### config.mk
export PLATFORM = sky130hd
export DESIGN_NAME = sync_length_checksum_frame_receiver_core_flat
export DESIGN_NICKNAME = d
export VERILOG_FILES = /design/src/slcfr_pkg.sv /design/src/slcfr_if.sv /design/src/slcfr_front.sv /design/src/slcfr_fifo.sv /design/src/slcfr_back.sv /design/src/sync_length_checksum_frame_receiver_core.sv /design/src/flat_wrapper.sv
export SDC_FILE = /design/constraint.sdc
export NUM_CORES = 1
export LEC_CHECK = 0
export BUFFER_PORTS_ARGS = -buffer_cell sky130_fd_sc_hd__buf_2
export CAP_MARGIN = 30
export CORE_UTILIZATION = 60
export CTS_CLUSTER_SIZE = 14
export DETAILED_ROUTE_END_ITERATION = 7
export HOLD_SLACK_MARGIN = 0.03
export PLACE_DENSITY = 0.77
export SKIP_CTS_REPAIR_TIMING = 1
export SKIP_LAST_GASP = 1
export SYNTH_ARGS = -nofsm -noshare
export SYNTH_HDL_FRONTEND = slang
export SYNTH_SLANG_ARGS = --single-unit
### constraint.sdc
create_clock -name clk_i -period 8.2 [get_ports clk_i]
set_clock_uncertainty 0.1 [all_clocks]
set_input_delay 0.82 -clock clk_i [delete_from_list [all_inputs] [get_ports clk_i]]
set_output_delay 0.82 -clock clk_i [all_outputs]
set_load 0.01 [all_outputs]
### src/slcfr_pkg.sv
package slcfr_pkg;

  localparam logic [7:0] SYNC_FIRST   = 8'hFF;
  localparam logic [7:0] SYNC_SECOND  = 8'h55;
  localparam logic [7:0] GROUP_UPDATE = 8'h40;
  localparam logic [7:0] STATUS_OK    = 8'h01;
  localparam logic [7:0] STAGE_MAX    = 8'h05;
  localparam logic [7:0] HEAD_COUNT   = 8'd3;

  localparam logic [1:0] VERDICT_NONE = 2'd0;
  localparam logic [1:0] VERDICT_OK   = 2'd1;
  localparam logic [1:0] VERDICT_FAIL = 2'd2;

  typedef enum logic [1:0] {
    PH_HUNT  = 2'd0,
    PH_SYNC2 = 2'd1,
    PH_LEN   = 2'd2,
    PH_BODY  = 2'd3
  } phase_e;

  // one finished frame handed from the parser to the decoder
  typedef struct packed {
    logic       good;
    logic [7:0] length;
    logic [7:0] head0;
    logic [7:0] head1;
    logic [7:0] head2;
  } frame_rec_t;

endpackage

### src/slcfr_if.sv
interface slcfr_in_if;
  logic       valid;
  logic       ready;
  logic [7:0] rx_byte;

  modport source (output valid, output rx_byte, input ready);
  modport sink   (input valid, input rx_byte, output ready);
endinterface

interface slcfr_out_if;
  logic       valid;
  logic       ready;
  logic       checksum_ok;
  logic [7:0] payload_length;
  logic [7:0] group_byte;
  logic [7:0] stage_code;
  logic [1:0] stage_verdict;
  logic [2:0] confirmed_stage;
  logic       frame_event;

  modport source (output valid, output checksum_ok, output payload_length,
                  output group_byte, output stage_code, output stage_verdict,
                  output confirmed_stage, output frame_event, input ready);
  modport sink   (input valid, input checksum_ok, input payload_length,
                  input group_byte, input stage_code, input stage_verdict,
                  input confirmed_stage, input frame_event, output ready);
endinterface

### src/slcfr_front.sv
module slcfr_front import slcfr_pkg::*; (
  input  logic       clk_i,
  input  logic       rst_ni,
  input  logic       beat_i,
  input  logic [7:0] byte_i,
  output logic       push_o,
  output frame_rec_t rec_o
);

  phase_e     phase_q, phase_d;
  logic [7:0] len_q, len_d;
  logic [7:0] cnt_q, cnt_d;
  logic [7:0] sum_q, sum_d;
  logic [7:0] head_q [3];
  logic [7:0] head_d [3];
  logic [7:0] limit;
  logic       in_body;

  assign limit   = (len_q == 8'd0) ? 8'd0 : len_q - 8'd1;
  assign in_body = cnt_q < limit;

  // next phase
  always_comb begin
    phase_d = phase_q;
    if (beat_i) begin
      case (phase_q)
        PH_HUNT:  if (byte_i == SYNC_FIRST) phase_d = PH_SYNC2;
        PH_SYNC2: phase_d = (byte_i == SYNC_SECOND) ? PH_LEN : PH_HUNT;
        PH_LEN:   phase_d = PH_BODY;
        PH_BODY:  if (!in_body) phase_d = PH_HUNT;
        default:  phase_d = PH_HUNT;
      endcase
    end
  end

  // datapath and frame hand-off
  always_comb begin
    len_d  = len_q;
    cnt_d  = cnt_q;
    sum_d  = sum_q;
    head_d = head_q;
    push_o = 1'b0;
    rec_o  = '{good: (byte_i == sum_q), length: cnt_q,
               head0: head_q[0], head1: head_q[1], head2: head_q[2]};
    if (beat_i) begin
      case (phase_q)
        PH_LEN: begin
          len_d = byte_i;
          sum_d = byte_i;
          cnt_d = 8'd0;
        end
        PH_BODY: begin
          if (in_body) begin
            if (cnt_q < HEAD_COUNT) head_d[cnt_q[1:0]] = byte_i;
            sum_d = sum_q + byte_i;
            cnt_d = cnt_q + 8'd1;
          end else begin
            push_o = 1'b1;
            sum_d  = 8'd0;
          end
        end
        default: ;
      endcase
    end
  end

  always_ff @(posedge clk_i or negedge rst_ni) begin
    if (!rst_ni) begin
      phase_q <= PH_HUNT;
      len_q   <= 8'd0;
      cnt_q   <= 8'd0;
      sum_q   <= 8'd0;
      head_q  <= '{default: 8'd0};
    end else begin
      phase_q <= phase_d;
      len_q   <= len_d;
      cnt_q   <= cnt_d;
      sum_q   <= sum_d;
      head_q  <= head_d;
    end
  end

endmodule

### src/slcfr_fifo.sv
module slcfr_fifo import slcfr_pkg::*; #(
  parameter int unsigned Depth = 2
) (
  input  logic       clk_i,
  input  logic       rst_ni,
  input  logic       push_i,
  input  frame_rec_t data_i,
  output logic       full_o,
  output logic       valid_o,
  input  logic       pop_i,
  output frame_rec_t data_o
);

  localparam int unsigned PtrW = (Depth > 1) ? $clog2(Depth) : 1;
  localparam int unsigned CntW = $clog2(Depth + 1);
  localparam logic [PtrW-1:0] LastPtr = PtrW'(Depth - 1);
  localparam logic [CntW-1:0] FullCnt = CntW'(Depth);

  frame_rec_t      mem_q [Depth];
  logic [PtrW-1:0] wr_q, rd_q;
  logic [CntW-1:0] cnt_q;
  logic            do_push, do_pop;

  assign full_o  = (cnt_q == FullCnt);
  assign valid_o = (cnt_q != '0);
  assign do_push = push_i && !full_o;
  assign do_pop  = pop_i && valid_o;
  assign data_o  = mem_q[rd_q];

  always_ff @(posedge clk_i) begin
    if (do_push) mem_q[wr_q] <= data_i;
  end

  always_ff @(posedge clk_i or negedge rst_ni) begin
    if (!rst_ni) begin
      wr_q  <= '0;
      rd_q  <= '0;
      cnt_q <= '0;
    end else begin
      if (do_push) wr_q <= (wr_q == LastPtr) ? '0 : wr_q + 1'b1;
      if (do_pop)  rd_q <= (rd_q == LastPtr) ? '0 : rd_q + 1'b1;
      if (do_push && !do_pop)      cnt_q <= cnt_q + 1'b1;
      else if (do_pop && !do_push) cnt_q <= cnt_q - 1'b1;
    end
  end

endmodule

### src/slcfr_back.sv
module slcfr_back import slcfr_pkg::*; (
  input  logic          clk_i,
  input  logic          rst_ni,
  input  logic          rec_valid_i,
  input  frame_rec_t    rec_i,
  output logic          pop_o,
  slcfr_out_if.source   res_o
);

  logic       valid_q;
  logic [2:0] conf_q, conf_d;
  logic [1:0] verdict_d;
  logic       take;
  logic       known;

  assign take  = rec_valid_i && (!valid_q || res_o.ready);
  assign pop_o = take;
  assign known = rec_i.good && (rec_i.head0 == GROUP_UPDATE) && (rec_i.head1 <= STAGE_MAX);

  always_comb begin
    verdict_d = VERDICT_NONE;
    conf_d    = conf_q;
    if (known) begin
      if (rec_i.head2 == STATUS_OK) begin
        verdict_d = VERDICT_OK;
        conf_d    = rec_i.head1[2:0] + 3'd1;
      end else begin
        verdict_d = VERDICT_FAIL;
      end
    end
  end

  always_ff @(posedge clk_i or negedge rst_ni) begin
    if (!rst_ni) begin
      valid_q <= 1'b0;
      conf_q  <= 3'd0;
    end else begin
      if (take) begin
        valid_q <= 1'b1;
        conf_q  <= conf_d;
      end else if (res_o.ready) begin
        valid_q <= 1'b0;
      end
    end
  end

  always_ff @(posedge clk_i) begin
    if (take) begin
      res_o.checksum_ok     <= rec_i.good;
      res_o.payload_length  <= rec_i.length;
      res_o.group_byte      <= rec_i.good ? rec_i.head0 : 8'd0;
      res_o.stage_code      <= rec_i.good ? rec_i.head1 : 8'd0;
      res_o.stage_verdict   <= verdict_d;
      res_o.confirmed_stage <= conf_d;
      res_o.frame_event     <= rec_i.good;
    end
  end

  assign res_o.valid = valid_q;

endmodule

### src/sync_length_checksum_frame_receiver_core.sv
// Frame receiver for a byte stream: hunts for the sync pair ff 55, takes a
// length byte L, collects L-1 payload bytes (a length of zero means no
// payload), then checks the next byte against the 8-bit sum of the length
// and payload bytes. Each completed frame gives one result beat carrying the
// checksum verdict, the payload length and, on a good frame, the decoded
// group/stage/status reply plus the held last-confirmed stage. Payloads
// shorter than three bytes decode with whatever head bytes earlier frames
// left behind. Input takes one byte per cycle; the parser holds ready low
// only while the frame queue (FifoDepth entries) is full, which, with a
// FifoDepth above one, happens only when the result side stalls. A frame
// is stored in the queue when its checksum byte is accepted; the decoder's
// output register loads it when that register is free or being drained.
module sync_length_checksum_frame_receiver_core import slcfr_pkg::*; #(
  parameter int unsigned FifoDepth = 2
) (
  input  logic        clk_i,
  input  logic        rst_ni,
  slcfr_in_if.sink    rx_i,
  slcfr_out_if.source res_o
);

  logic       beat;
  logic       push;
  logic       full;
  logic       rec_valid;
  logic       pop;
  frame_rec_t rec_in;
  frame_rec_t rec_out;

  // parser stalls only when the queue has no room for a finished frame
  assign rx_i.ready = !full;
  assign beat       = rx_i.valid && rx_i.ready;

  // front: sync hunt, length, checksum accumulation
  slcfr_front u_front (
    .clk_i  (clk_i),
    .rst_ni (rst_ni),
    .beat_i (beat),
    .byte_i (rx_i.rx_byte),
    .push_o (push),
    .rec_o  (rec_in)
  );

  // short queue decoupling parser from result side
  slcfr_fifo #(.Depth(FifoDepth)) u_fifo (
    .clk_i   (clk_i),
    .rst_ni  (rst_ni),
    .push_i  (push),
    .data_i  (rec_in),
    .full_o  (full),
    .valid_o (rec_valid),
    .pop_i   (pop),
    .data_o  (rec_out)
  );

  // back: reply decode, held stage status, result register
  slcfr_back u_back (
    .clk_i       (clk_i),
    .rst_ni      (rst_ni),
    .rec_valid_i (rec_valid),
    .rec_i       (rec_out),
    .pop_o       (pop),
    .res_o       (res_o)
  );

endmodule
### src/flat_wrapper.sv
// flat-port wrapper written by rule: the top's interface ports become plain ports
module sync_length_checksum_frame_receiver_core_flat import slcfr_pkg::*;
#(
  parameter int unsigned FifoDepth = 2
)
  (clk_i, rst_ni, rx_i_valid, rx_i_rx_byte, rx_i_ready, res_o_valid, res_o_checksum_ok, res_o_payload_length, res_o_group_byte, res_o_stage_code, res_o_stage_verdict, res_o_confirmed_stage, res_o_frame_event, res_o_ready);
  slcfr_in_if rx_i_i ();
  slcfr_out_if res_o_i ();
  input  logic clk_i;
  input  logic rst_ni;
  input wire logic [$bits(rx_i_i.valid)-1:0] rx_i_valid;
  input wire logic [$bits(rx_i_i.rx_byte)-1:0] rx_i_rx_byte;
  output wire logic [$bits(rx_i_i.ready)-1:0] rx_i_ready;
  output wire logic [$bits(res_o_i.valid)-1:0] res_o_valid;
  output wire logic [$bits(res_o_i.checksum_ok)-1:0] res_o_checksum_ok;
  output wire logic [$bits(res_o_i.payload_length)-1:0] res_o_payload_length;
  output wire logic [$bits(res_o_i.group_byte)-1:0] res_o_group_byte;
  output wire logic [$bits(res_o_i.stage_code)-1:0] res_o_stage_code;
  output wire logic [$bits(res_o_i.stage_verdict)-1:0] res_o_stage_verdict;
  output wire logic [$bits(res_o_i.confirmed_stage)-1:0] res_o_confirmed_stage;
  output wire logic [$bits(res_o_i.frame_event)-1:0] res_o_frame_event;
  input wire logic [$bits(res_o_i.ready)-1:0] res_o_ready;
  assign rx_i_i.valid = rx_i_valid;
  assign rx_i_i.rx_byte = rx_i_rx_byte;
  assign rx_i_ready = rx_i_i.ready;
  assign res_o_valid = res_o_i.valid;
  assign res_o_checksum_ok = res_o_i.checksum_ok;
  assign res_o_payload_length = res_o_i.payload_length;
  assign res_o_group_byte = res_o_i.group_byte;
  assign res_o_stage_code = res_o_i.stage_code;
  assign res_o_stage_verdict = res_o_i.stage_verdict;
  assign res_o_confirmed_stage = res_o_i.confirmed_stage;
  assign res_o_frame_event = res_o_i.frame_event;
  assign res_o_i.ready = res_o_ready;
  sync_length_checksum_frame_receiver_core #(.FifoDepth(FifoDepth)) u_core (.clk_i(clk_i), .rst_ni(rst_ni), .rx_i(rx_i_i), .res_o(res_o_i));
endmodule
==> flow_summary.ini, run 1 <==
[cts]
cts_root_buffer = clkbuf_8
h-tree-depth = 4
cts_sinks = 154
cts_tree = done
clk_latency_ns = 0.52
clk_pin_slew_ns = 0.06
cts_buffers = 17
clock_path_buffers = 2

[yosys]
synth-edff-count = 96
avgSynthCellArea_um2 = 13.9
synthMuxAreaShare = 0.100
synth-xor-area-share = 0.0198
synth_compound_area_frac = 0.0636
ys_seq_area_frac = 0.652
async_reset_ff_frac = 0.377
synth_fp_nets = 515
yosys.area_share.adder = 0.0463
ys_ff_latch = 154
netlist_instances = 479
ys_types = 53
yosys_most_used_dff = edfxtp_1
post_synth_instance_area_um2 = 6650
synth_top_family_by_area = multiplexers
yosys_warnings = 0
synth_simple_gate_area_frac = 0.0973

[critical_path]
reg2reg_setup_slack_ns = 4.38
worst_r2r_startpoint = u_core.u_front.len_q[3]
crit_path_max_fanout = 8
ff2ff_path_depth = 11
cp_data_arrival_time_ns = 4.12
path_delay_family = simple AND/OR/NAND/NOR gates
critical_path_required_ns = 8.50
worstSetupPathType = reg2reg
critPathCaptureType = flop
cp_slowest_stage_delay_ns = 0.57
startpoint_type = flop
crit_buf_inv = 0
r2r-end = u_core.u_front.rec_o[19]
slowest_stage = or4_1
crit_path_cell_trace = or4_1, nor4_1, nand3_1, o21a_1, ha_1, a21oi_1, o21a_1, o211ai_1, a21oi_1, and3_1, mux2_1

[sta]
finalHoldViolCount = 0
tightest_slew_ns = 0.755
rsz0062_at_grt = false
tns_ns = 0
max_freq_mhz = 262
hold_ws_ns = 0.328
fin_ws_ns = 4.38
min_period_ns = 3.82
slew_viol_final = 0
setup_viol = 0
maxSlewHeadroom = 0.496
fin_crit_sh = 0.466

[detailed_routing]
drtIter0Drc = 278
first_pass_iters = 4
num_vias = 4018
antenna_left = 0
avgRoutedWirePerCell_um = 18.0
remaining_drc_errors = 0
drt-total-wl_mm = 12.3
viasPerCell = 5.85

[placement]
place_hpwl_mm = 7.83
io_buffers = 44
post-place-ws_ns = 4.45
gp_congestion = 0.892
dp_cells = 655

[floorplanning]
die-area_um2 = 11500
core-area_um2 = 10800
fp.dieH_um = 107
rows = 38
start_util = 0.614
io_pins = 45
die_x_um = 107

[global_route]
antenna_found_initial = 0
grt_pass1_wl_mm = 19.5
grt_max_degree = 59
overflow = 0
grt_use_total = 0.231
grt_pass1_vias = 3830

[finish]
drive_gt1_frac = 0.194
utilization = 0.706
nNetsFinal = 570
n_antenna_cell = 0
instances_no_fill = 687
syn_to_final_growth_pct = 15.1

[min_path]
hp-class = in2async

[power_and_ir_drop]
p_per_area_nw_per_um2 = 288
power_leakage_nw = 3.21
vdd_drop_max_v = 0.000189

[status]
status = finished, final reports clean

[run]
cap_violations = 0
per-layer routing:
layer,vias up,share of wire,track usage
met5,-,0,0
met4,0,0.024,0.0998
met3,26,0.039,0.0539
met2,124,0.51,0.387
met1,1976,0.43,0.290
li1,1892,-,-
sequential cells by signal, indices dropped and copies added (netlist names), 2 cells and up, named ones only:
signal	cells
u_core.u_front.cnt_q	8
u_core.u_back.res_o.payload_length	8
u_core.u_back.res_o.confirmed_stage	3
u_core.u_back.res_o.stage_code	8
u_core.u_fifo.mem_q	66
u_core.u_back.conf_q	3
u_core.u_fifo.cnt_q	2
u_core.u_front.len_q	8
u_core.u_front.sum_q	8
u_core.u_back.res_o.stage_verdict	2
u_core.u_front.rec_o	24
u_core.u_back.res_o.group_byte	8
cell type report:
class                   instances  area [um^2]
flip-flops and latches        154         4330
multi-input cells             291         2190
fillers                       715         3190
clock buffers                  21          439
clock inverters                11          170
repair buffers                 51          273
inverters                      19         71.3
well taps                     140          175
where the power goes:
group          switching [W]  internal (W)  total, W
clock               0.000300      0.000503  0.000803
combinational       0.000252      0.000174  0.000426
sequential         0.0000414      0.000935  0.000976
cells in the final DEF, fill, tap and decap left out, types with 4 or more instances in the layout:
cell,count
nand3_1,10
bufinv_16,4
nand2_1,35
inv_1,18
a22oi_1,5
o21ai_0,6
nor4b_1,5
clkbuf_16,16
mux2_1,27
buf_2,44
dfrtp_1,58
o21ai_1,14
buf_4,7
xnor2_1,6
nor4_1,7
edfxtp_1,96
mux2i_1,17
xor2_1,9
ha_1,23
or3_1,5
nor2_1,33
a21oi_1,18
or4_1,5
mux2_2,13
logic make-up after synthesis:
family | count (synthesis)
flops | 154
simple gates | 125
compound gates | 67
mux | 60
buf+inv | 34
fa+ha+maj | 24
xor+xnor | 15
worst max path at each step:
stage                                       start                         to  slack (ns)  cells past startpoint
after global routing      u_core.u_front.len_q[3]    u_core.u_front.rec_o[3]        4.18                     11
after global placement    u_core.u_front.len_q[3]    u_core.u_front.rec_o[7]        4.57                     11
after CTS                 u_core.u_front.len_q[3]    u_core.u_front.rec_o[0]        4.40                     11
after detailed placement  u_core.u_front.len_q[3]   u_core.u_front.rec_o[16]        4.45                     11
final                     u_core.u_front.len_q[3]   u_core.u_front.rec_o[19]        4.38                     11
after floorplan           u_core.u_front.len_q[3]  u_core.u_fifo.mem_q[0][0]        3.21                     10
metrics by stage:
stage               area, um^2  power, W
floorplan                 6650   0.00128
global placement          7040   0.00139
detailed placement        7040   0.00141
CTS                       7650   0.00221
global route              7650   0.00230
finish                    7650   0.00220
cells in the mapped netlist (3+ instances only):
library cell,n,area (um^2)
nor4b_1,5,43.8
inv_1,18,67.6
dfrtp_1,58,1450
mux2_4,3,45.0
mux2_1,27,304
o211ai_1,3,22.5
and2_1,3,18.8
xor2_1,9,78.8
or3_1,5,31.3
nor3_1,4,20.0
o31ai_1,3,22.5
o21ai_1,14,70.1
nand4_1,3,18.8
ha_1,23,288
edfxtp_1,96,2880
nor4_1,7,43.8
buf_2,3,15.0
nand3_1,10,50.1
nand2_1,35,131
clkbuf_1,9,33.8
xnor2_1,6,52.6
mux2i_1,17,170
or4_1,5,37.5
nor2_1,33,124
a22oi_1,5,37.5
and3_1,3,18.8
a21oi_1,19,95.1
o21ai_0,6,30.0
nand2b_1,3,18.8
mux2_2,13,146
Power figures use the tool's default switching activity.
==> run 2, diff against run 1 <==
ABC_AREA = 1   (was not set)
clock period = 3.7 ns   (was 8.2 ns; I/O delays follow)
==> run 2 against run 1 <==
Compared with the run above:
- the flow now finishes with violations (hold timing)
- sequential share of layout area fell by 2.9 points
- final area increased by 5.4%
- critical endpoint is now u_core.u_fifo.cnt_q[1]
- largest power group unchanged
- synthesized cell count is 37% higher
- worst hold slack got worse by 0.36 ns
- critical path depth increased by 7
==> flow_summary.ini, run 2 <==
[yosys]
ys_ff_latch = 154
avgSynthCellArea_um2 = 10.8
ys_seq_area_frac = 0.615
synth.most_common_cell = nand2_1
yosys_warnings = 0
synth-edff-count = 96
synth.largest_area_cell = edfxtp_1
synth.top_cell.area_share = 0.409
async_reset_ff_frac = 0.377
ys_top_cells_by_count = nand2_1 (142), edfxtp_1 (96), inv_1 (68)
yosys_most_used_dff = edfxtp_1
synthTopCellsByArea = edfxtp_1 (41%), dfrtp_1 (21%), nand2_1 (7.6%), ha_1 (4.1%), inv_1 (3.6%)
synth_fp_nets = 691
post_synth_instance_area_um2 = 7040
ys_types = 45
netlist_instances = 655

[critical_path]
critical_path_required_ns = 3.90
worst_r2r_startpoint = u_core.u_front.len_q[2]
reg2reg_setup_slack_ns = 0.36
ff2ff_path_depth = 18
r2r-end = u_core.u_fifo.cnt_q[1]
worstSetupPathType = reg2reg
startpoint_type = flop
crit_path_max_fanout = 5
cp_data_arrival_time_ns = 3.54
critPathCaptureType = flop

[global_route]
antenna_found_initial = 0
grt_max_degree = 38
overflow = 0
grt_pass1_vias = 4822
grt_pass1_wl_mm = 22.8
grt_use_total = 0.256

[power_and_ir_drop]
p_int_w = 0.00380
p_switching_w = 0.00144
swShare = 0.275
power_leakage_nw = 3.44
fin_total_pwr_w = 0.00523
vdd_drop_max_v = 0.000495
seqPwrFrac = 0.429
p_per_area_nw_per_um2 = 649
clkPwrFrac = 0.373
comb_power_share = 0.198

[finish]
fin_area_um2 = 8070
utilization = 0.707
layout_common_cells = nand2_1 (142), edfxtp_1 (96), inv_1 (68)
largest-register = u_core.u_fifo.mem_q
nNetsFinal = 742
syn_to_final_growth_pct = 14.6
largest_reg_flops = 66
layout_commonest_cell = nand2_1
num-fill-cells = 783
n_antenna_cell = 0
drive_gt1_frac = 0.166

[placement]
place_hpwl_mm = 9.15
io_buffers = 44
post-place-ws_ns = 0.331
place_area_um2 = 7390
gp_congestion = 0.939

[cts]
cts_tree = done
h-tree-depth = 4
clock_path_buffers = 2
cts_sinks = 154
clk_latency_ns = 0.42
clk_pin_slew_ns = 0.06
cts_buffers = 17
cts_root_buffer = clkbuf_16

[sta]
maxSlewHeadroom = 0.409
fin_crit_sh = 0.902
min_period_ns = 3.34
hold_ws_ns = -0.0285
rsz0062_at_grt = false
max_freq_mhz = 300
finalHoldViolCount = 36
fin_ws_ns = 0.362
setup_viol = 0
slew_viol_final = 0
tightest_slew_ns = 0.887

[floorplanning]
die_x_um = 110
start_util = 0.617
core-area_um2 = 11400
rows = 39
die-area_um2 = 12200
io_pins = 45
fp.dieH_um = 110

[run]
cap_violations = 0

[detailed_routing]
first_pass_iters = 5
drt-total-wl_mm = 13.6
num_vias = 4739
viasPerCell = 5.50
drtIter0Drc = 364
antenna_left = 0
remaining_drc_errors = 0
avgRoutedWirePerCell_um = 15.8

[min_path]
hp-class = in2async

[status]
status = complete, but fails checks
violations = hold timing
-- run 2: kinds of logic (layout without fill, tap and decap cells) --
group                      Yosys count  in the layout  synth area share
and+or+nand+nor                    286            286             0.187
muxes                                3              3           0.00426
AOI/OAI and AO/OA                   79             79            0.0734
adders and majority gates           24             24            0.0437
xor gates and xnor gates            17             17            0.0211
DFF                                154            154             0.615
buffers and inverters               92            156            0.0553
-- run 2: power groups by stage --
stage	Combinational, W	Clock (W)	Sequential (W)
after floorplan	0.000614	0	0.00236
after global placement	0.000997	0	0.00227
after detailed placement	0.00104	0	0.00228
after CTS	0.00104	0.00196	0.00225
after global routing	0.00118	0.00204	0.00229
final	0.00103	0.00195	0.00225
-- run 2: cell type report --
cell class                 instances  area (um^2)  area share
sequential                       154         4330       0.537
clock inverter                    11          216      0.0268
tap                              143          179      0.0222
clock buffer                      21          450      0.0558
timing repair buffer              51          273      0.0338
multi-input combinational        409         2340       0.290
inverter                          73          274      0.0340
-- run 2: critical path, stage by stage (launching register included) --
cell and delay (ns):
dfrtp_1 0.43, nor2_1 0.10, nand2_1 0.06, inv_1 0.09, nand2_1 0.08, nor3_1 0.18, xor2_1 0.16, nand2_1 0.10
ha_1 0.35, nand2_1 0.09, nor2_1 0.06, a211oi_4 0.27, nand2_2 0.14, nand3_1 0.19, inv_1 0.08, ha_1 0.32
a21oi_1 0.11, o21ai_0 0.12, xor2_1 0.16
-- run 2: how the worst max path moves through the flow --
stage                            start                   endpoint  slack, ns  cells past startpoint
2_1_floorplan  u_core.u_front.len_q[2]  u_core.u_fifo.mem_q[0][0]      -0.10                     14
3_3_place_gp   u_core.u_front.len_q[2]     u_core.u_fifo.cnt_q[1]       0.51                     18
3_5_place_dp   u_core.u_front.len_q[2]     u_core.u_fifo.cnt_q[1]       0.33                     18
4_1_cts        u_core.u_front.len_q[2]     u_core.u_fifo.cnt_q[1]       0.30                     18
5_1_grt        u_core.u_front.len_q[2]     u_core.u_fifo.cnt_q[1]       0.06                     18
6_report       u_core.u_front.len_q[2]     u_core.u_fifo.cnt_q[1]       0.36                     18
-- run 2: per-layer routing --
metal | part of all wire | track usage | up-vias
met5 | 0 | 0 | -
met2 | 0.51 | 0.431 | 127
met4 | 0.030 | 0.126 | 0
met1 | 0.42 | 0.310 | 2278
li1 | - | - | 2295
met3 | 0.041 | 0.0606 | 39
-- run 2: metrics by stage --
| stage | setup TNS, ns | cells |
|---|---|---|
| after global routing | 0 | 862 |
| after floorplan | -6.84 | 655 |
| final | 0 | 862 |
| after detailed placement | 0 | 830 |
| after CTS | 0 | 862 |
| after global placement | 0 | 830 |
